File: src/rtl/tiled_mosaic_color_xor_defines.svh
// Assertion macros shared by the mosaic color XOR block.
// No dependencies; the including module must have clk and rst in scope.
`ifndef TILED_MOSAIC_COLOR_XOR_DEFINES_SVH
`define TILED_MOSAIC_COLOR_XOR_DEFINES_SVH

`define TMCX_ASSERT(label, ante, cons) \
  label: assert property (@(posedge clk) disable iff (rst) (ante) |-> (cons)) \
    else $error("tiled_mosaic_color_xor: assertion failed");

`define TMCX_ASSERT_NEXT(label, ante, cons) \
  label: assert property (@(posedge clk) disable iff (rst) (ante) |=> (cons)) \
    else $error("tiled_mosaic_color_xor: assertion failed");

`endif

File: src/rtl/tmcx_fifo.sv
// Small register queue used between the front and back ends and at the output.
// Depends on nothing; depth must be a power of two.
module tmcx_fifo #(
  parameter int WIDTH = 32,
  parameter int DEPTH = 4
) (
  input  logic                       clk,
  input  logic                       rst,
  input  logic                       push,
  input  logic [WIDTH-1:0]           push_data,
  input  logic                       pop,
  output logic [WIDTH-1:0]           pop_data,
  output logic                       empty,
  output logic                       full,
  output logic [$clog2(DEPTH+1)-1:0] count
);

  localparam int PTR_BITS = $clog2(DEPTH);

  logic [WIDTH-1:0]    slots [DEPTH];
  logic [PTR_BITS-1:0] rd_ptr;
  logic [PTR_BITS-1:0] wr_ptr;
  logic                do_push;
  logic                do_pop;

  assign empty = (count == '0);
  assign full = (count == ($clog2(DEPTH+1))'(DEPTH));
  assign do_push = push && !full;
  assign do_pop = pop && !empty;
  assign pop_data = slots[rd_ptr];

  always_ff @(posedge clk) begin
    if (rst) begin
      rd_ptr <= '0;
      wr_ptr <= '0;
      count <= '0;
    end else begin
      if (do_push) wr_ptr <= wr_ptr + PTR_BITS'(1);
      if (do_pop) rd_ptr <= rd_ptr + PTR_BITS'(1);
      if (do_push && !do_pop) count <= count + 1'b1;
      else if (do_pop && !do_push) count <= count - 1'b1;
    end
  end

  always_ff @(posedge clk) begin
    if (do_push) slots[wr_ptr] <= push_data;
  end

endmodule

File: config.mk
export PLATFORM = sky130hd
export DESIGN_NAME = tmcx_fifo
export DESIGN_NICKNAME = d
export VERILOG_FILES = /design/src/rtl/tiled_mosaic_color_xor_defines.svh /design/src/rtl/tmcx_fifo.sv
export SDC_FILE = /design/constraint.sdc
export NUM_CORES = 1
export LEC_CHECK = 0
export BUFFER_PORTS_ARGS = -buffer_cell sky130_fd_sc_hd__buf_2
export CAP_MARGIN = 20
export CORE_MARGIN = 2
export CORE_UTILIZATION = 30
export DETAILED_ROUTE_END_ITERATION = 12
export PLACE_DENSITY_LB_ADDON = 0.15
export SETUP_SLACK_MARGIN = 0.5
export SLEW_MARGIN = 15
export SYNTH_ARGS = -nofsm -noshare
export SYNTH_HDL_FRONTEND = slang
export SYNTH_SLANG_ARGS = --single-unit
export TNS_END_PERCENT = 100
File: constraint.sdc
create_clock -name clk -period 1.85 [get_ports clk]
set_input_delay 0.0925 -clock clk [delete_from_list [all_inputs] [get_ports clk]]
set_output_delay 0.0925 -clock clk [all_outputs]
set_load 0.005 [all_outputs]
### Yosys cells after proc, flatten, opt, wreduce, memory -nomap -nowiden

Memories as Yosys holds them, arrays and structs flattened. A register that Yosys moved wholly into a read port is not among the register bits.
Cells that the tools add are included.
Widths: inputs -> output; s select.

| cells by class | value |
|---|---|
| add/sub/neg operators | 4 |
| equality and inequality tests | 1 |
| mux-type cells | 6 |
| reductions and logical operators | 10 |

Operator list:

| operator | number |
|---|---|
| $mux 3 | 2 |
| $add 2x1->2 const B | 2 |
| $logic_and 1x1->1 | 4 |
| $logic_not 1->1 | 4 |
| $mux 2 | 2 |
| $add 3x1->3 const B | 1 |
| $eq 3x3->1 const B | 1 |
| $logic_not 3->1 | 1 |
| $sub 3x1->3 const B | 1 |
| $mux 1 | 2 |
| $reduce_bool 2->1 | 1 |

| storage, ports and cells | value |
|---|---|
| register bits | 7 |
| RAM bits | 128 |
| input port bits | 36 |
| memories kept | 1 |

Memories:

| memory | depth | bits a word | read ports | clocked after memory_dff | wr ports | line | source |
|---|---|---|---|---|---|---|---|
| slots | 4 | 32 | 1 | 1 | 1 | tmcx_fifo.sv:20 | `logic [WIDTH-1:0] slots [DEPTH];` |

### Logic depth before layout (Yosys ltp)

| depth | value |
|---|---|
| depth after elaboration | 7 |
| gate-level depth with buffers | 8 |

### Worst setup path after synthesis

No wires, ideal clock.

| timing | value |
|---|---|
| path type | register to register |
| start point | register count[0] |
| end point | register count[2] |
| setup time | 70 ps |
| arrival time | 1942 ps |
| setup slack | -162 ps |
| cell stages (with the launch flop) | 9 |
| buffers on the path | 0 |
| clock period less this slack | 2012 ps |
| cells stage by stage | dfxtp_1 -> nor3b_2 -> nor2_2 -> ha_1 -> inv_1 -> fa_1 -> xor2_1 -> or3_1 -> a21oi_1 |

| on the way | value |
|---|---|
| longest elaborated chain between the ends | 6 |
| elaborated cells between the ends (all ways) | 15 |
| classes of those cells | add/sub (2); eq/ne (1); mux (2); reduce/logical (10) |

Ends and longest elaborated chain:

| element | line | source |
|---|---|---|
| from (decl) | tmcx_fifo.sv:15 | `output logic [$clog2(DEPTH+1)-1:0] count` |
| from (signal assigned) | tmcx_fifo.sv:40 | `if (do_push && !do_pop) count <= count + 1'b1;` |
| from (signal assigned) | tmcx_fifo.sv:41 | `else if (do_pop && !do_push) count <= count - 1'b1;` |
| $eq 3x3->1 * | tmcx_fifo.sv:27 | `assign full = (count == ($clog2(DEPTH+1))'(DEPTH));` |
| named net full | tmcx_fifo.sv:14 | `output logic full,` |
| $logic_not 1->1 * | tmcx_fifo.sv:28 | `assign do_push = push && !full;` |
| $logic_and 1x1->1 * | tmcx_fifo.sv:28 |  |
| named net do_push | tmcx_fifo.sv:23 | `logic do_push;` |
| $logic_not 1->1 | tmcx_fifo.sv:41 |  |
| $logic_and 1x1->1 | tmcx_fifo.sv:41 |  |
| $reduce_bool 2->1 (no line) | n/a |  |

The timed path passes the listed nets; every way through them passes the cells marked *. The select of a mux whose other input is x is not followed.
A chain may end at the register's enable or synchronous reset.

### Final worst setup path

| timing | value |
|---|---|
| start point | register count[1] |
| end point | register count[2] |

| on the way | value |
|---|---|
| longest elaborated chain between the ends | 6 |
| elaborated cells between the ends (all ways) | 15 |
| classes of those cells | add/sub (2); eq/ne (1); mux (2); reduce/logical (10) |

Ends and longest elaborated chain:

| element |
|---|
| parallel branches: the longest is 6 deep, another holds $sub 3x1->3 |

Several ways; the timed one is not identified. The select of a mux whose other input is x is not followed.

==> flow_summary.json <==
{
  "slew_viol_final": 0,
  "post-synth-top-count-cell": "edfxtp_1",
  "fp-row-count": 47,
  "num_antenna_cells": 0,
  "synth_area_per_cell_um2": 23.8,
  "synthTopCellsByArea": "edfxtp_1, mux4_2, dfxtp_1",
  "timing.fmax_mhz": 541,
  "clockRootBuffer": "clkbuf_16",
  "start_util_pct": 30.8,
  "dpl_cell_area_mm2": 0.00598,
  "io_pins": 73,
  "cp.arrival_ns": 2.19,
  "min_period_over_period_pct": 99.9,
  "stdcell_area_mm2": 0.00765,
  "yosys.area.top_type": "edfxtp_1",
  "clock_sinks": 137,
  "nNetsFinal": 425,
  "setup_viol": 0,
  "yosysSeqAreaShare_pct": 78.6,
  "hold_viol_final": 0,
  "cts_buffer_depth": 2,
  "fin_crit_ns": 1.85,
  "syn_area_mm2": 0.00512,
  "cap_viol_max_count": 0,
  "drive_gt1_share_pct": 51.8,
  "grt_max_degree": 20,
  "antenna_found_initial": 0,
  "clkLatencyLatePin_ns": 0.42,
  "ys.flop_type": "edfxtp_1",
  "die_h_um": 135,
  "via_per_inst": 4.38,
  "portBuffers": 72,
  "power_density_mw_per_mm2": 1360,
  "status": "finished, final reports clean",
  "syn_nets": 257,
  "power_leakage_nw": 2.72,
  "drc": 0,
  "worst_slew_pin_slew_ns": 0.309,
  "grt_pass1_vias": 2892,
  "worstSetupPathType": "reg2reg",
  "hpwlAfterDp_mm": 6.05,
  "htree_levels": 4,
  "start_kind": "flop",
  "cts.clk_slew.worst_paths_ns": 0.06,
  "grt_pass1_wl_mm": 17.0,
  "hold_class": "in2reg",
  "cts_tree": "yes",
  "synth_seq_cells": 137,
  "skew_ns": 0.00638,
  "ys_warn_count": 0,
  "async_flop_share_pct": 0,
  "rsz0062_at_grt": "yes",
  "critPathMaxFanout": 3,
  "cp_top_family": "adder cells",
  "max_slew_margin_pct": 79.1,
  "synth_cell_types": 23,
  "crit_required_ns": 2.19,
  "dr.pass1.iters": 4,
  "finish.utilization_pct": 46.0,
  "fillCellCount": 1452,
  "yosysTopAreaCellShare_pct": 75.1,
  "synth_top_cells_by_count": "edfxtp_1, mux4_2, dfxtp_1",
  "worstPathCellList": "o31ai_4, ha_4, inv_2, fa_2, xor2_1, or3_1, a21oi_1",
  "synth_edf_count": 128,
  "holdWs_ns": 0.100,
  "vias": 2700,
  "core_mm2": 0.0166,
  "syn_to_final_growth_pct": 49.4,
  "postRouteWirelength_mm": 11.1,
  "grt_overflow": 0,
  "end_kind": "flop",
  "cp_num_buf_inv": 1,
  "wl_per_cell_um": 18.1,
  "vdd_drop_max_v": 0.000668,
  "numCtsBuffers": 17,
  "crit_slowest_cell": "dfxtp_4",
  "die_area_mm2": 0.0181,
  "track_usage_pct": 13.2,
  "synth_cells": 215,
  "drt_iter0_drc": 75,
  "gp_congestion": 0.680,
  "antenna_left": 0,
  "die_w_um": 135,
  "max_stage_delay_ns": 0.36
}
## layout by cell type, fill, tap and decap left out
| cell | synthesis | layout |
|---|---|---|
| dfxtp_4 | 0 | 3 |
| bufinv_16 | 0 | 4 |
| buf_12 | 3 | 17 |
| buf_2 | 3 | 63 |
| ha_1 | 5 | 4 |
| dfxtp_1 | 9 | 4 |
| nor2_4 | 0 | 1 |
| xor2_1 | 4 | 3 |
| buf_16 | 0 | 10 |
| nor3b_4 | 0 | 1 |
| buf_4 | 0 | 8 |
| clkbuf_16 | 0 | 18 |
| inv_6 | 0 | 5 |
| or3_1 | 2 | 2 |
| mux2i_1 | 2 | 2 |
| inv_1 | 4 | 3 |
| buf_8 | 0 | 2 |
| edfxtp_1 | 128 | 128 |
| buf_6 | 1 | 23 |
| o311ai_1 | 1 | 1 |
| dfxtp_2 | 0 | 2 |
| clkinv_4 | 0 | 4 |
| o21ai_0 | 2 | 2 |
| clkinvlp_4 | 0 | 2 |
| fa_2 | 0 | 1 |
| a21oi_1 | 2 | 2 |
| mux4_2 | 32 | 32 |
| and2_4 | 0 | 4 |
| nor3_2 | 0 | 1 |
| xor2_2 | 0 | 1 |
| o31ai_4 | 0 | 1 |
| ha_4 | 0 | 1 |
| dlygate4sd3_1 | 0 | 33 |
| nand2b_1 | 2 | 2 |
| nor2_1 | 5 | 5 |
| inv_2 | 0 | 1 |
## final cells by class
cell class / count / area [µm²] / area share, %
well taps: 220 / 275 / 3.60
flip-flops and latches: 137 / 4040 / 52.8
clock inverters: 15 / 214 / 2.80
multi-input cells: 66 / 1050 / 13.7
inverters: 4 / 15.0 / 0.196
clock buffers: 17 / 425 / 5.56
repair buffers: 157 / 1640 / 21.4
## metal layers
metal,track usage (%),up-vias,wire (µm)
li1,-,1241,-
met1,16.6,1383,4890
met2,21.1,59,5530
met3,4.20,17,497
met4,5.56,0,212
met5,0,-,0
## kinds of logic after synthesis
logic type | count (synthesis) | synth area share, %
DFF | 137 | 78.6
AOI/OAI and AO/OA | 6 | 0.806
xor gates and xnor gates | 4 | 0.684
muxes | 34 | 14.5
buffers and inverters | 12 | 2.05
adders and majority gates | 6 | 1.61
and+or+nand+nor | 16 | 1.81
## final timing paths
path                                 from        end  slack, ns  cells after the start
worst max-delay path             count[1]   count[2]      0.001                      7
worst min-delay path                 push  wr_ptr[0]       0.10                      4
worst max register to register   count[1]   count[2]      0.001                      7
worst min register to register  wr_ptr[1]  wr_ptr[1]       0.52                      2
## worst min-delay path, delay by kind of cell
family	cells	cell delay, ns
AO/OA/AOI/OAI	1	0.05
buffers and inverters	2	0.21
AND/OR/NAND/NOR	1	0.12
## flip-flops by register name (all words and copies together) (netlist names), named ones only
| signal | cells |
|---|---|
| count | 3 |
| wr_ptr | 2 |
| rd_ptr | 2 |
| slots | 128 |
## per-stage QoR
step,std cells,worst slack (ns),total power (W),TNS [ns]
6_report,616,0.00101,0.0104,0
5_1_grt,616,-0.0667,0.0108,-0.489
4_1_cts,608,-0.0137,0.0103,-0.0137
3_5_place_dp,519,-0.0685,0.00604,-0.0685
3_3_place_gp,519,-0.00998,0.00601,-0.00998
2_1_floorplan,215,-0.00693,0.00521,-0.00693
## power by group
group | internal, W | switching (W)
Clock | 0.00228 | 0.00135
Combinational | 0.00175 | 0.00109
Sequential | 0.00375 | 0.000162
## what timing repair did
action,CTS,global route
gates resized for setup,30,14
hold endpoints to repair,136,6
buffers inserted,15,6
cloned,10,1
pin swaps,6,7
setup endpoints to repair,162,165
hold buffers,32,1
Note: power is estimated with default switching activity, not from simulation.
