$ cat src/rtl/tiled_mosaic_color_xor_defines.svh
// Assertion macros shared by the mosaic color XOR block.
// No dependencies; the including module must have clk and rst in scope.
`ifndef TILED_MOSAIC_COLOR_XOR_DEFINES_SVH
`define TILED_MOSAIC_COLOR_XOR_DEFINES_SVH

`define TMCX_ASSERT(label, ante, cons) \
  label: assert property (@(posedge clk) disable iff (rst) (ante) |-> (cons)) \
    else $error("tiled_mosaic_color_xor: assertion failed");

`define TMCX_ASSERT_NEXT(label, ante, cons) \
  label: assert property (@(posedge clk) disable iff (rst) (ante) |=> (cons)) \
    else $error("tiled_mosaic_color_xor: assertion failed");

`endif

$ cat src/rtl/tmcx_pkg.sv
// Types, constants and the tile color table of the mosaic color XOR block.
// No dependencies.
package tmcx_pkg;

  localparam int PIXEL_BITS = 32;
  localparam int CFG_DATA_BITS = 9;
  localparam int CFG_INDEX_BITS = 2;
  localparam int TILE_BITS = 4;
  localparam int QUEUE_DEPTH = 4;
  localparam int SIZE_RESET = 256;
  localparam int DEFAULT_MAX_WIDTH = 256;
  localparam int DEFAULT_MAX_HEIGHT = 256;

  localparam logic [CFG_INDEX_BITS-1:0] CFG_FRAME_WIDTH = 2'd0;
  localparam logic [CFG_INDEX_BITS-1:0] CFG_FRAME_HEIGHT = 2'd1;

  typedef struct packed {
    logic                  wbank;
    logic [TILE_BITS-1:0]  tile;
    logic                  last;
    logic [PIXEL_BITS-1:0] pixel;
  } cmd_info_t;

  typedef struct packed {
    logic [PIXEL_BITS-1:0] pixel;
    logic                  last;
  } result_t;

  function automatic logic [PIXEL_BITS-1:0] tile_colour(logic [TILE_BITS-1:0] idx);
    logic [PIXEL_BITS-1:0] c;
    unique case (idx)
      4'd0: c = 32'h0000_0080;
      4'd1: c = 32'h0000_8000;
      4'd2: c = 32'h0080_0000;
      4'd3: c = 32'h0000_e000;
      4'd4: c = 32'h0080_8000;
      4'd5: c = 32'h0080_0080;
      4'd6: c = 32'h0080_8080;
      4'd7: c = 32'h0000_8080;
      4'd8: c = 32'h00e0_e000;
      default: c = '0;
    endcase
    return c;
  endfunction

endpackage

$ cat src/rtl/tmcx_front.sv
// Front end: frame size registers, raster and mosaic position counters, bank choice.
// Depends on tmcx_pkg and tiled_mosaic_color_xor_defines.svh.
`include "tiled_mosaic_color_xor_defines.svh"

module tmcx_front #(
  parameter int MAX_WIDTH = tmcx_pkg::DEFAULT_MAX_WIDTH,
  parameter int MAX_HEIGHT = tmcx_pkg::DEFAULT_MAX_HEIGHT
) (
  input  logic                                  clk,
  input  logic                                  rst,
  input  logic                                  accept,
  input  logic [tmcx_pkg::PIXEL_BITS-1:0]       pixel_in,
  input  logic                                  cfg_write,
  input  logic [tmcx_pkg::CFG_INDEX_BITS-1:0]   cfg_index,
  input  logic [tmcx_pkg::CFG_DATA_BITS-1:0]    cfg_data,
  output logic [$clog2(MAX_WIDTH*MAX_HEIGHT)-1:0] rd_addr,
  output logic [$clog2(MAX_WIDTH*MAX_HEIGHT)-1:0] wr_addr,
  output tmcx_pkg::cmd_info_t                   info
);

  localparam int ADDR_BITS = $clog2(MAX_WIDTH * MAX_HEIGHT);
  localparam int WSIZE = $clog2(MAX_WIDTH + 1);
  localparam int HSIZE = $clog2(MAX_HEIGHT + 1);
  localparam int COL_BITS = $clog2(MAX_WIDTH);
  localparam int ROW_BITS = $clog2(MAX_HEIGHT);
  localparam int TW = ((WSIZE > HSIZE) ? WSIZE : HSIZE) + 1;
  localparam int RESET_W = (tmcx_pkg::SIZE_RESET > MAX_WIDTH) ? MAX_WIDTH
                                                             : tmcx_pkg::SIZE_RESET;
  localparam int RESET_H = (tmcx_pkg::SIZE_RESET > MAX_HEIGHT) ? MAX_HEIGHT
                                                              : tmcx_pkg::SIZE_RESET;

  logic [WSIZE-1:0]     width;
  logic [HSIZE-1:0]     height;
  logic                 bank_select;
  logic [COL_BITS-1:0]  column_count;
  logic [ROW_BITS-1:0]  row_count;
  logic [ADDR_BITS-1:0] write_address;
  logic [COL_BITS-1:0]  source_column;
  logic [ROW_BITS-1:0]  source_row;
  logic [1:0]           tile_column;
  logic [1:0]           tile_row;

  logic                 last_col;
  logic                 last_row;
  logic                 frame_end;
  logic                 size_write;
  logic [TW+1:0]        col_step;
  logic [TW+1:0]        row_step;

  function automatic int clamp_size(logic [tmcx_pkg::CFG_DATA_BITS-1:0] v, int maxv);
    int r;
    r = int'(v);
    if (r == 0) r = 1;
    else if (r > maxv) r = maxv;
    return r;
  endfunction

  // Steps a running remainder of 3*i by n, carrying the quotient modulo four.
  function automatic logic [TW+1:0] advance(logic [TW-1:0] rem_in, logic [1:0] q_in,
                                            logic [TW-1:0] n);
    logic [TW-1:0] r;
    logic [1:0]    q;
    r = rem_in + TW'(3);
    q = q_in;
    for (int k = 0; k < 3; k++) begin
      if (r >= n) begin
        r = r - n;
        q = q + 2'd1;
      end
    end
    return {q, r};
  endfunction

  assign last_col = WSIZE'(column_count) >= (width - WSIZE'(1));
  assign last_row = HSIZE'(row_count) >= (height - HSIZE'(1));
  assign frame_end = last_col && last_row;
  assign size_write = cfg_write && ((cfg_index == tmcx_pkg::CFG_FRAME_WIDTH) ||
                                    (cfg_index == tmcx_pkg::CFG_FRAME_HEIGHT));

  always_comb begin
    col_step = advance(TW'(source_column), tile_column, TW'(width));
    row_step = advance(TW'(source_row), tile_row, TW'(height));
  end

  assign rd_addr = (ADDR_BITS'(source_row) * ADDR_BITS'(width)) + ADDR_BITS'(source_column);
  assign wr_addr = write_address;
  assign info.wbank = bank_select;
  assign info.tile = tmcx_pkg::TILE_BITS'(tile_row * 3 + tile_column);
  assign info.last = frame_end;
  assign info.pixel = pixel_in;

  always_ff @(posedge clk) begin
    if (rst) begin
      width <= WSIZE'(RESET_W);
      height <= HSIZE'(RESET_H);
      bank_select <= 1'b0;
      column_count <= '0;
      row_count <= '0;
      write_address <= '0;
      source_column <= '0;
      source_row <= '0;
      tile_column <= '0;
      tile_row <= '0;
    end else begin
      if (accept && frame_end) bank_select <= ~bank_select;
      if (size_write) begin
        if (cfg_index == tmcx_pkg::CFG_FRAME_WIDTH) begin
          width <= WSIZE'(clamp_size(cfg_data, MAX_WIDTH));
        end else begin
          height <= HSIZE'(clamp_size(cfg_data, MAX_HEIGHT));
        end
        column_count <= '0;
        row_count <= '0;
        write_address <= '0;
        source_column <= '0;
        source_row <= '0;
        tile_column <= '0;
        tile_row <= '0;
      end else if (accept) begin
        if (frame_end) begin
          column_count <= '0;
          row_count <= '0;
          write_address <= '0;
          source_column <= '0;
          source_row <= '0;
          tile_column <= '0;
          tile_row <= '0;
        end else if (last_col) begin
          column_count <= '0;
          source_column <= '0;
          tile_column <= '0;
          row_count <= row_count + ROW_BITS'(1);
          write_address <= write_address + ADDR_BITS'(1);
          source_row <= ROW_BITS'(row_step[TW-1:0]);
          tile_row <= row_step[TW+1:TW];
        end else begin
          column_count <= column_count + COL_BITS'(1);
          write_address <= write_address + ADDR_BITS'(1);
          source_column <= COL_BITS'(col_step[TW-1:0]);
          tile_column <= col_step[TW+1:TW];
        end
      end
    end
  end

  `TMCX_ASSERT_NEXT(bank_swaps_a, accept && frame_end, bank_select != $past(bank_select))
  `TMCX_ASSERT(col_in_range_a, 1'b1, WSIZE'(column_count) < width)

endmodule

$ cat config.mk
export PLATFORM = sky130hd
export DESIGN_NAME = tmcx_front
export DESIGN_NICKNAME = d
export VERILOG_FILES = /design/src/rtl/tmcx_pkg.sv /design/src/rtl/tmcx_front.sv
export VERILOG_INCLUDE_DIRS = /design/src /design/src/rtl
export SDC_FILE = /design/constraint.sdc
export NUM_CORES = 1
export LEC_CHECK = 0
export BUFFER_PORTS_ARGS = -buffer_cell sky130_fd_sc_hd__buf_2
export CAP_MARGIN = 10
export CORE_MARGIN = 5
export CORE_UTILIZATION = 55
export CTS_BUF_LIST = sky130_fd_sc_hd__clkbuf_8
export DETAILED_ROUTE_END_ITERATION = 12
export PLACE_DENSITY = 0.86
export SYNTH_ARGS = -nofsm -noshare
export SYNTH_HDL_FRONTEND = slang
export SYNTH_SLANG_ARGS = --single-unit
export TNS_END_PERCENT = 1
$ cat constraint.sdc
create_clock -name clk -period 8.85 [get_ports clk]
set_clock_uncertainty 0.1 [all_clocks]
set_input_delay 2.2125 -clock clk [delete_from_list [all_inputs] [get_ports clk]]
set_output_delay 2.2125 -clock clk [all_outputs]
set_load 0.03 [all_outputs]
### After elaboration in Yosys (flattened, before gate mapping)

Cells that the tools add are included.

* input port bits: 47
* output and inout port bits: 70
* register bits after elaboration: 71
* logic and storage cells: 83

* $mul: 2
* mux-type cells: 27
* magnitude comparators: 9
* eq/ne operators: 1
* reduce and logical (&&, ||, !) cells: 11
* add/sub/neg operators: 21
* bitwise gates (word level): 2

Operators with widths (count)
* $mux 8: 10
* $ge 10x9->1: 4
* $mux 10: 4
* $mux 2: 10
* $sub 10x9->10: 2
* $sub 9x9->10: 2
* $add 8x2->9 const B: 2
* $ge 8x9->1: 2
* $ge 9x9->1: 2
* $mux 9: 2
* $sub 9x1->9 const B: 2
* $add 16x1->16 const B: 1
* $add 16x8->16: 1
* $add 8x1->8 const B: 2
* $mul 8x9->16: 1
* $mux 16: 1
* $sub 8x8->8: 2
* $add 2x1->2 const B: 6
* $gt 9x9->1 const B: 1
* $logic_not 9->1: 1
* $reduce_and 2->1: 3
* $add 4x2->4: 1
* $mul 2x2->4 const B: 1
* $logic_and 1x1->1: 3
* 6 further kinds: 7

### Logic depth before layout (Yosys ltp)

Gate-level depths: netlist (run 1).

* word-level depth: 9
* gate-level depth with buffers: 34
* depth with buffers taken out: 32

### Worst setup path after synthesis (run 1)

OpenSTA, ideal clock, no wires.

* path kind: flip-flop to flip-flop
* start: reg source_column[2]
* end: reg tile_column[0]
* clock period less this slack: 7.069 ns
* arrival: 6.847 ns
* stages on the path, launching flop included: 31
* required time: 8.628 ns
* buffers on the path: 3
* setup time: 0.122 ns
* setup slack: 1.781 ns
* cells stage by stage: dfxtp_1 > inv_1 > nor3_1 > o21ai_0 > xnor2_1 > ha_1 > or3_1 > o221a_4 > o21ai_2 > nand2_1 > buf_2 > mux2_1 > ha_1 > a21oi_1 > a21oi_1 > o41ai_1 > and2b_1 > nand2_1 > buf_1 > mux2_1 > fa_1 > a211oi_2 > nor2_1 > o31ai_2 > a21oi_1 > a2111oi_2 > nor2_2 > buf_6 > xnor2_1 > and4_1 > a311o_1

* longest elaborated chain between the ends: 9
* elaborated cells between the ends (all ways): 15
* classes of those cells: 5 x add/sub; 3 x order compare; 7 x mux

Ends and longest elaborated chain
* from (decl): RTL line tmcx_front.sv:38 `logic [COL_BITS-1:0] source_column;`
* from (signal assigned): RTL line tmcx_front.sv:139 `source_column <= COL_BITS'(col_step[TW-1:0]);`
* $add 8x2->9 (*): RTL line tmcx_front.sv:63 `r = rem_in + TW'(3);`
* $sub 9x9->10 / $ge 9x9->1 (equally long branches): RTL line tmcx_front.sv:67, tmcx_front.sv:66
* $mux 10 / $mux 2 (equally long branches): RTL line tmcx_front.sv:66 `if (r >= n) begin`
* $sub 10x9->10, or another cell as far along: RTL line tmcx_front.sv:67 `r = r - n;`
* $mux 10 / $mux 2 (equally long branches): RTL line tmcx_front.sv:66
* $ge 10x9->1 / $add 2x1->2 (equally long branches): RTL line tmcx_front.sv:66, tmcx_front.sv:68
* $mux 2 (*): RTL line tmcx_front.sv:66
* $mux 2 (*): RTL line tmcx_front.sv:128 `end else if (last_col) begin`
* $mux 2 (*): RTL line tmcx_front.sv:120 `if (frame_end) begin`
* to (signal assigned): RTL line tmcx_front.sv:140 `tile_column <= col_step[TW+1:TW];`
* to (decl): RTL line tmcx_front.sv:40 `logic [1:0] tile_column;`

Mark *: on every way between the ends. The rest lies on a longest branch, timed or not.
A chain may end at the register's enable or synchronous reset.

### Worst setup path after layout (run 1)

* start: reg source_column[0]
* end: reg tile_column[1]

Same word-level chain as after synthesis.

==> results.sh, run 1 <==
export IMPL_status="completed"
export IMPL_cts_root_buffer_cell="clkbuf_8"
export IMPL_grt_pass1_vias=7524
export IMPL_ant_nets=0
export IMPL_cpPeakStageDelay_ns=0.51
export IMPL_synth_seq_cells=71
export IMPL_drtIter0Drc=573
export IMPL_cts_made_buffers=9
export IMPL_yosysWarningCount=0
export IMPL_insertedDiodeCount=0
export IMPL_fin_ws_ns=0.501
export IMPL_yosysTopAreaCell="ha_1"
export IMPL_syn_cell_area_sq_mm=0.00941
export IMPL_met3_usage_pct=3.62
export IMPL_maxCapViolations=0
export IMPL_postRouteWirelength_um=21900
export IMPL_h_tree_depth=3
export IMPL_clock_fmax_ghz=0.120
export IMPL_overflow=0
export IMPL_dpl_hpwl_um=17500
export IMPL_rows=47
export IMPL_powerDensity_mw_per_mm2=223
export IMPL_antenna_found_initial=0
export IMPL_worstSetupPathType="register to register"
export IMPL_clkSinkCount=71
export IMPL_busiest_layer="met2"
export IMPL_initial_core_util_pct=56.3
export IMPL_crit_top_cell="ha_1"
export IMPL_grt_pass1_wl_um=35900
export IMPL_insertion_delay_ns=0.37
export IMPL_cts_resized=0
export IMPL_clockBufferDepth=2
export IMPL_post_drt_wl_per_cell_um=15.9
export IMPL_synthTopCellsByArea="ha_1 (15%), dfxtp_1 (15%), fa_1 (12%)"
export IMPL_crit_fanout=13
export IMPL_synth_flop_cell="dfxtp_1"
export IMPL_max_vdd_ir_drop_mv=0.162
export IMPL_synth_most_common_cell="nand2_1"
export IMPL_synth_seq_area_share_pct=15.1
export IMPL_drive_gt1_share_pct=8.74
export IMPL_drt_pass1_iterations=5
export IMPL_fin_setup_tns_ns=0
export IMPL_min_path_type="register to register"
export IMPL_syn_to_final_growth_pct=3.80
export IMPL_hold_viol=0
export IMPL_ctsHoldBuffers=0
export IMPL_grt_max_degree=22
export IMPL_rsz0062_at_grt="false"
export IMPL_ios=117
export IMPL_dpl_cell_count=1359
export IMPL_netlist_area_leader_share_pct=15.4
export IMPL_slew_violations=0
export IMPL_port_buffers=52
export IMPL_use_met2_pct=35.8
export IMPL_die_area_sq_mm=0.0198
export IMPL_syn_inst=1156
export IMPL_die_h_um=141
export IMPL_post_cts_buffers=0
export IMPL_finalSetupViolations=0
export IMPL_clk_pin_slew_worst_paths_ns=0.08
export IMPL_synth_common_cells="nand2_1 (137), ha_1 (116), inv_1 (107)"
export IMPL_gp_congestion=0.953
export IMPL_grtUsageMet1_pct=29.4
export IMPL_cts_tree="yes"
export IMPL_synth_avg_cell_area_sq_um=8.14
export IMPL_slew_headroom_pct=51.5
export IMPL_synth_nets=1376
export IMPL_ys_async_sr_fraction_pct=0
export IMPL_synth_edf_count=0
export IMPL_place_ws_ns=0.621
export IMPL_ys_types=72
export IMPL_vias=7999
export IMPL_cp_end_kind="register"
export IMPL_grt_usage_pct=21.8
export IMPL_critPathLaunchType="register"
export IMPL_viasPerCell=5.82
export IMPL_finalCritPeriodShare_pct=94.3
export IMPL_period_minus_slack_ns=8.35
export IMPL_tightest_slew_ns=0.726
export IMPL_dieWidth_um=141
export IMPL_drc=0
export IMPL_finalNonFillerCells=1375
export IMPL_p_leak_nw=4.66
export IMPL_slowest_stage="a2111oi_2"
export IMPL_crit_required_ns=9.04
export IMPL_final_nets=1370
export IMPL_floorplan_core_area_sq_mm=0.0167
export IMPL_critical_path_arrival_ns=8.54
==> path summary, 6_finish.rpt <==
check / start / to / slack [ns] / depth (start not counted)
setup / recovery: source_column[0]$_SDFFE_PP0P_ / tile_column[1]$_SDFFE_PP0P_ / 0.50 / 32
hold / removal: source_column[4]$_SDFFE_PP0P_ / source_column[4]$_SDFFE_PP0P_ / 0.37 / 2
setup reg to reg: source_column[0]$_SDFFE_PP0P_ / tile_column[1]$_SDFFE_PP0P_ / 0.50 / 32
hold reg to reg: source_column[4]$_SDFFE_PP0P_ / source_column[4]$_SDFFE_PP0P_ / 0.37 / 2
==> per-layer routing <==
metal / vias up / part of all wire (%) / wire length, um
li1: 3913 / - / -
met1: 3777 / 45 / 9910
met2: 270 / 46 / 10100
met3: 39 / 6.5 / 1410
met4: 0 / 1.9 / 418
met5: - / 0 / 0
==> flip-flops by register name, summed over array words and instances, names as in the netlist <==
name           flops
tile_column        2
source_row         8
tile_row           2
column_count       8
source_column      8
wr_addr           16
bank_select        1
width              9
height             9
row_count          8
==> kinds of logic (layout without fill, tap and decap cells) <==
logic type               Yosys count  after routing  share of synthesized area, %
AND/OR/NAND/NOR                  392            392                          19.8
AO/OA/AOI/OAI                    202            202                          14.9
buffers and inverters            178            177                          8.71
adder cells (fa/ha/maj)          173            173                          27.5
XOR/XNOR                         101            101                          9.40
flip-flops                        71             71                          15.1
multiplexers                      39             39                          4.47
==> report_power, final <==
part           internal (mW)  leakage [nW]  switching [mW]
Clock                  0.159         0.110           0.133
Combinational          0.672          3.97           0.847
Sequential             0.339         0.574          0.0273
Total                   1.17          4.66            1.01
==> layout make-up <==
cell class	count	area, sq um
Fill cell	1480	6930
Tap cell	220	275
Timing Repair Buffer	54	275
Sequential cell	71	1420
Inverter	107	402
Clock buffer	9	124
Clock inverter	7	95.1
Multi-Input combinational cell	907	7180
==> placed cells by master (no fill, tap or decap), drive strengths merged, types with 11 or more instances in the layout <==
cell and instances:
nand4 20, mux2 24, fa 57, o21a 15, buf 54, nor2 96
and2 28, xnor2 58, mux2i 15, dfxtp 71, nor2b 18, a21o 26
ha 116, nand2 137, nand3 26, inv 108, a21oi 58, nor3 19
o21ai 36, xor2 43, and3 11
==> per-stage QoR <==
stage          cell area [sq um]  util (%)  power [mW]  hold WS, ns
6_report                    9770      58.5        2.18        0.374
5_1_grt                     9770      58.5        2.34        0.390
4_1_cts                     9760      58.5        2.17        0.377
3_5_place_dp                9540      57.1        1.87        0.365
3_3_place_gp                9540      57.1        1.82        0.343
2_1_floorplan               9410         -        1.64        0.328
==> critical path: cells and delay by family (launching register included) <==
kind                     cells  cell delay (ns)
AO/OA/AOI/OAI               11             2.58
AND/OR/NAND/NOR              8             1.99
adder cells (fa/ha/maj)      6             1.76
multiplexers                 3             0.90
flip-flops                   1             0.50
XOR/XNOR                     1             0.21
buffers and inverters        3             0.20
(Power assumes the default switching activity.)
==> run 2, diff against run 1 <==
--- a/config.mk
+++ b/config.mk
@@ -12,7 +12,7 @@
 export CORE_UTILIZATION = 55
 export CTS_BUF_LIST = sky130_fd_sc_hd__clkbuf_8
 export DETAILED_ROUTE_END_ITERATION = 12
-export PLACE_DENSITY = 0.86
+export PLACE_DENSITY = 0.76
 export SYNTH_ARGS = -nofsm -noshare
 export SYNTH_HDL_FRONTEND = slang
 export SYNTH_SLANG_ARGS = --single-unit
==> run 2 against run 1 <==
Final cell count about the same; register-to-register slack better by 0.25 ns; critical path type unchanged; core utilization down 0.10 points; sequential share of layout area about the same; clock power down 9.6%; first-iteration DRC count down 21%; via count down 2.2%; worst setup slack better by 0.25 ns.
==> results.sh, run 2 (synthesis results as in run 1) <==
export IMPL_top_layer_used="met4"
export IMPL_postRouteWirelength_um=21300
export IMPL_maxCapViolations=0
export IMPL_overflow=0
export IMPL_vias=7820
export IMPL_cp_end_kind="register"
export IMPL_clkSinkCount=71
export IMPL_clockBufferDepth=2
export IMPL_viasPerCell=5.68
export IMPL_finalSetupViolations=0
export IMPL_floorplan_core_area_sq_mm=0.0167
export IMPL_die_h_um=141
export IMPL_slew_headroom_pct=52.2
export IMPL_combPwrFrac_pct=70.6
export IMPL_rsz0062_at_grt="false"
export IMPL_ant_nets=0
export IMPL_worstSetupPathType="register to register"
export IMPL_crit_fanout=13
export IMPL_drc=0
export IMPL_stdcell_area_sq_mm=0.00975
export IMPL_layout_commonest_cell="nand2_1"
export IMPL_gp_congestion=0.924
export IMPL_cts_tree="yes"
export IMPL_tightest_slew_ns=0.717
export IMPL_grt_max_degree=22
export IMPL_insertedDiodeCount=0
export IMPL_utilization_pct=58.4
export IMPL_ios=117
export IMPL_p_leak_nw=4.64
export IMPL_switchingPower_mw=0.999
export IMPL_grt_usage_pct=22.0
export IMPL_met1Wirelength_um=9950
export IMPL_p_int_mw=1.14
export IMPL_dpl_cell_count=1360
export IMPL_grt_pass1_wl_um=36200
export IMPL_ctsHoldBuffers=0
export IMPL_port_buffers=52
export IMPL_swShare_pct=46.7
export IMPL_place_area_sq_mm=0.00955
export IMPL_finalNonFillerCells=1376
export IMPL_layout_common_cells="nand2_1 (136), ha_1 (116), inv_1 (108), nor2_1 (94), dfxtp_1 (71)"
export IMPL_seq_power_share_pct=17.1
export IMPL_max_vdd_ir_drop_mv=0.210
export IMPL_wl_met3_um=1190
export IMPL_fin_ws_ns=0.748
export IMPL_drt_pass1_iterations=5
export IMPL_r2r_cells=30
export IMPL_fin_setup_tns_ns=0
export IMPL_final_nets=1371
export IMPL_critical_path_arrival_ns=8.29
export IMPL_cts_root_buffer_cell="clkbuf_8"
export IMPL_min_path_type="register to register"
export IMPL_initial_core_util_pct=56.3
export IMPL_clock_fmax_ghz=0.123
export IMPL_antenna_found_initial=0
export IMPL_post_drt_wl_per_cell_um=15.5
export IMPL_syn_to_final_growth_pct=3.62
export IMPL_crit_required_ns=9.04
export IMPL_hold_viol=0
export IMPL_period_minus_slack_ns=8.10
export IMPL_status="completed"
export IMPL_dieWidth_um=141
export IMPL_drtIter0Drc=455
export IMPL_clkPwrFrac_pct=12.4
export IMPL_startpoint="source_column[2]$_SDFFE_PP0P_"
export IMPL_r2r_start="source_column[2]$_SDFFE_PP0P_"
export IMPL_cpPeakStageDelay_ns=0.48
export IMPL_slew_violations=0
export IMPL_cts_made_buffers=9
export IMPL_die_area_sq_mm=0.0198
export IMPL_largest_reg_flops=16
export IMPL_insertion_delay_ns=0.37
export IMPL_min_path_cells=2
export IMPL_worstHoldStart="source_column[4]$_SDFFE_PP0P_"
export IMPL_h_tree_depth=3
export IMPL_clk_pin_slew_worst_paths_ns=0.08
export IMPL_rows=47
export IMPL_powerDensity_mw_per_mm2=219
export IMPL_dpl_hpwl_um=17100
export IMPL_met2_length_um=9590
export IMPL_drive_gt1_share_pct=8.74
export IMPL_finalCritPeriodShare_pct=91.5
export IMPL_place_ws_ns=0.746
export IMPL_grt_pass1_vias=7537
export IMPL_slowest_stage="o41ai_1"
export IMPL_critPathLaunchType="register"
run 2: power by group through the flow:
stage | registers (mW) | clock network [mW] | logic [mW]
final | 0.365 | 0.264 | 1.51
after global routing | 0.369 | 0.282 | 1.66
after CTS | 0.365 | 0.271 | 1.50
after detailed placement | 0.372 | 0 | 1.48
after global placement | 0.371 | 0 | 1.46
after floorplan | 0.363 | 0 | 1.28
run 2: layout make-up:
type / instances / area, sq um
clock buffer: 9 / 124
clock inverter: 7 / 73.8
fill: 1550 / 6950
inverter: 107 / 402
multi-input combinational: 907 / 7170
sequential: 71 / 1420
tap: 220 / 275
timing repair buffer: 55 / 283
run 2: worst max-delay path, delay by kind of cell, from the launching register on:
kind	cells	cell delay, ns
compound gates	11	2.77
xor+xnor	1	0.25
fa+ha+maj	4	1.25
buf+inv	2	0.16
flops	1	0.40
mux	3	0.95
simple gates	9	2.12
run 2: path summary, 6_finish.rpt:
check / to / slack (ns)
setup / recovery: tile_column[1]$_SDFFE_PP0P_ / 0.75
hold / removal: source_column[4]$_SDFFE_PP0P_ / 0.36
setup reg to reg: tile_column[1]$_SDFFE_PP0P_ / 0.75
hold reg to reg: source_column[4]$_SDFFE_PP0P_ / 0.36
run 2: metrics by stage:
stage / total power, mW / hold WS, ns
6_report: 2.14 / 0.357
5_1_grt: 2.31 / 0.396
4_1_cts: 2.13 / 0.360
3_5_place_dp: 1.86 / 0.349
3_3_place_gp: 1.84 / 0.342
2_1_floorplan: 1.64 / 0.328
run 2: metal layers:
metal | track usage [%] | vias up
met4 | 7.24 | 0
met1 | 30.2 | 3675
met5 | 0 | -
met2 | 35.0 | 205
li1 | - | 3902
met3 | 3.96 | 38
run 2: repair_timing:
action / 4_1_cts / 5_1_grt
gates resized for setup: 0 / 1
endpoints found under the setup margin: 0 / 2
setup buffers: 0 / 0
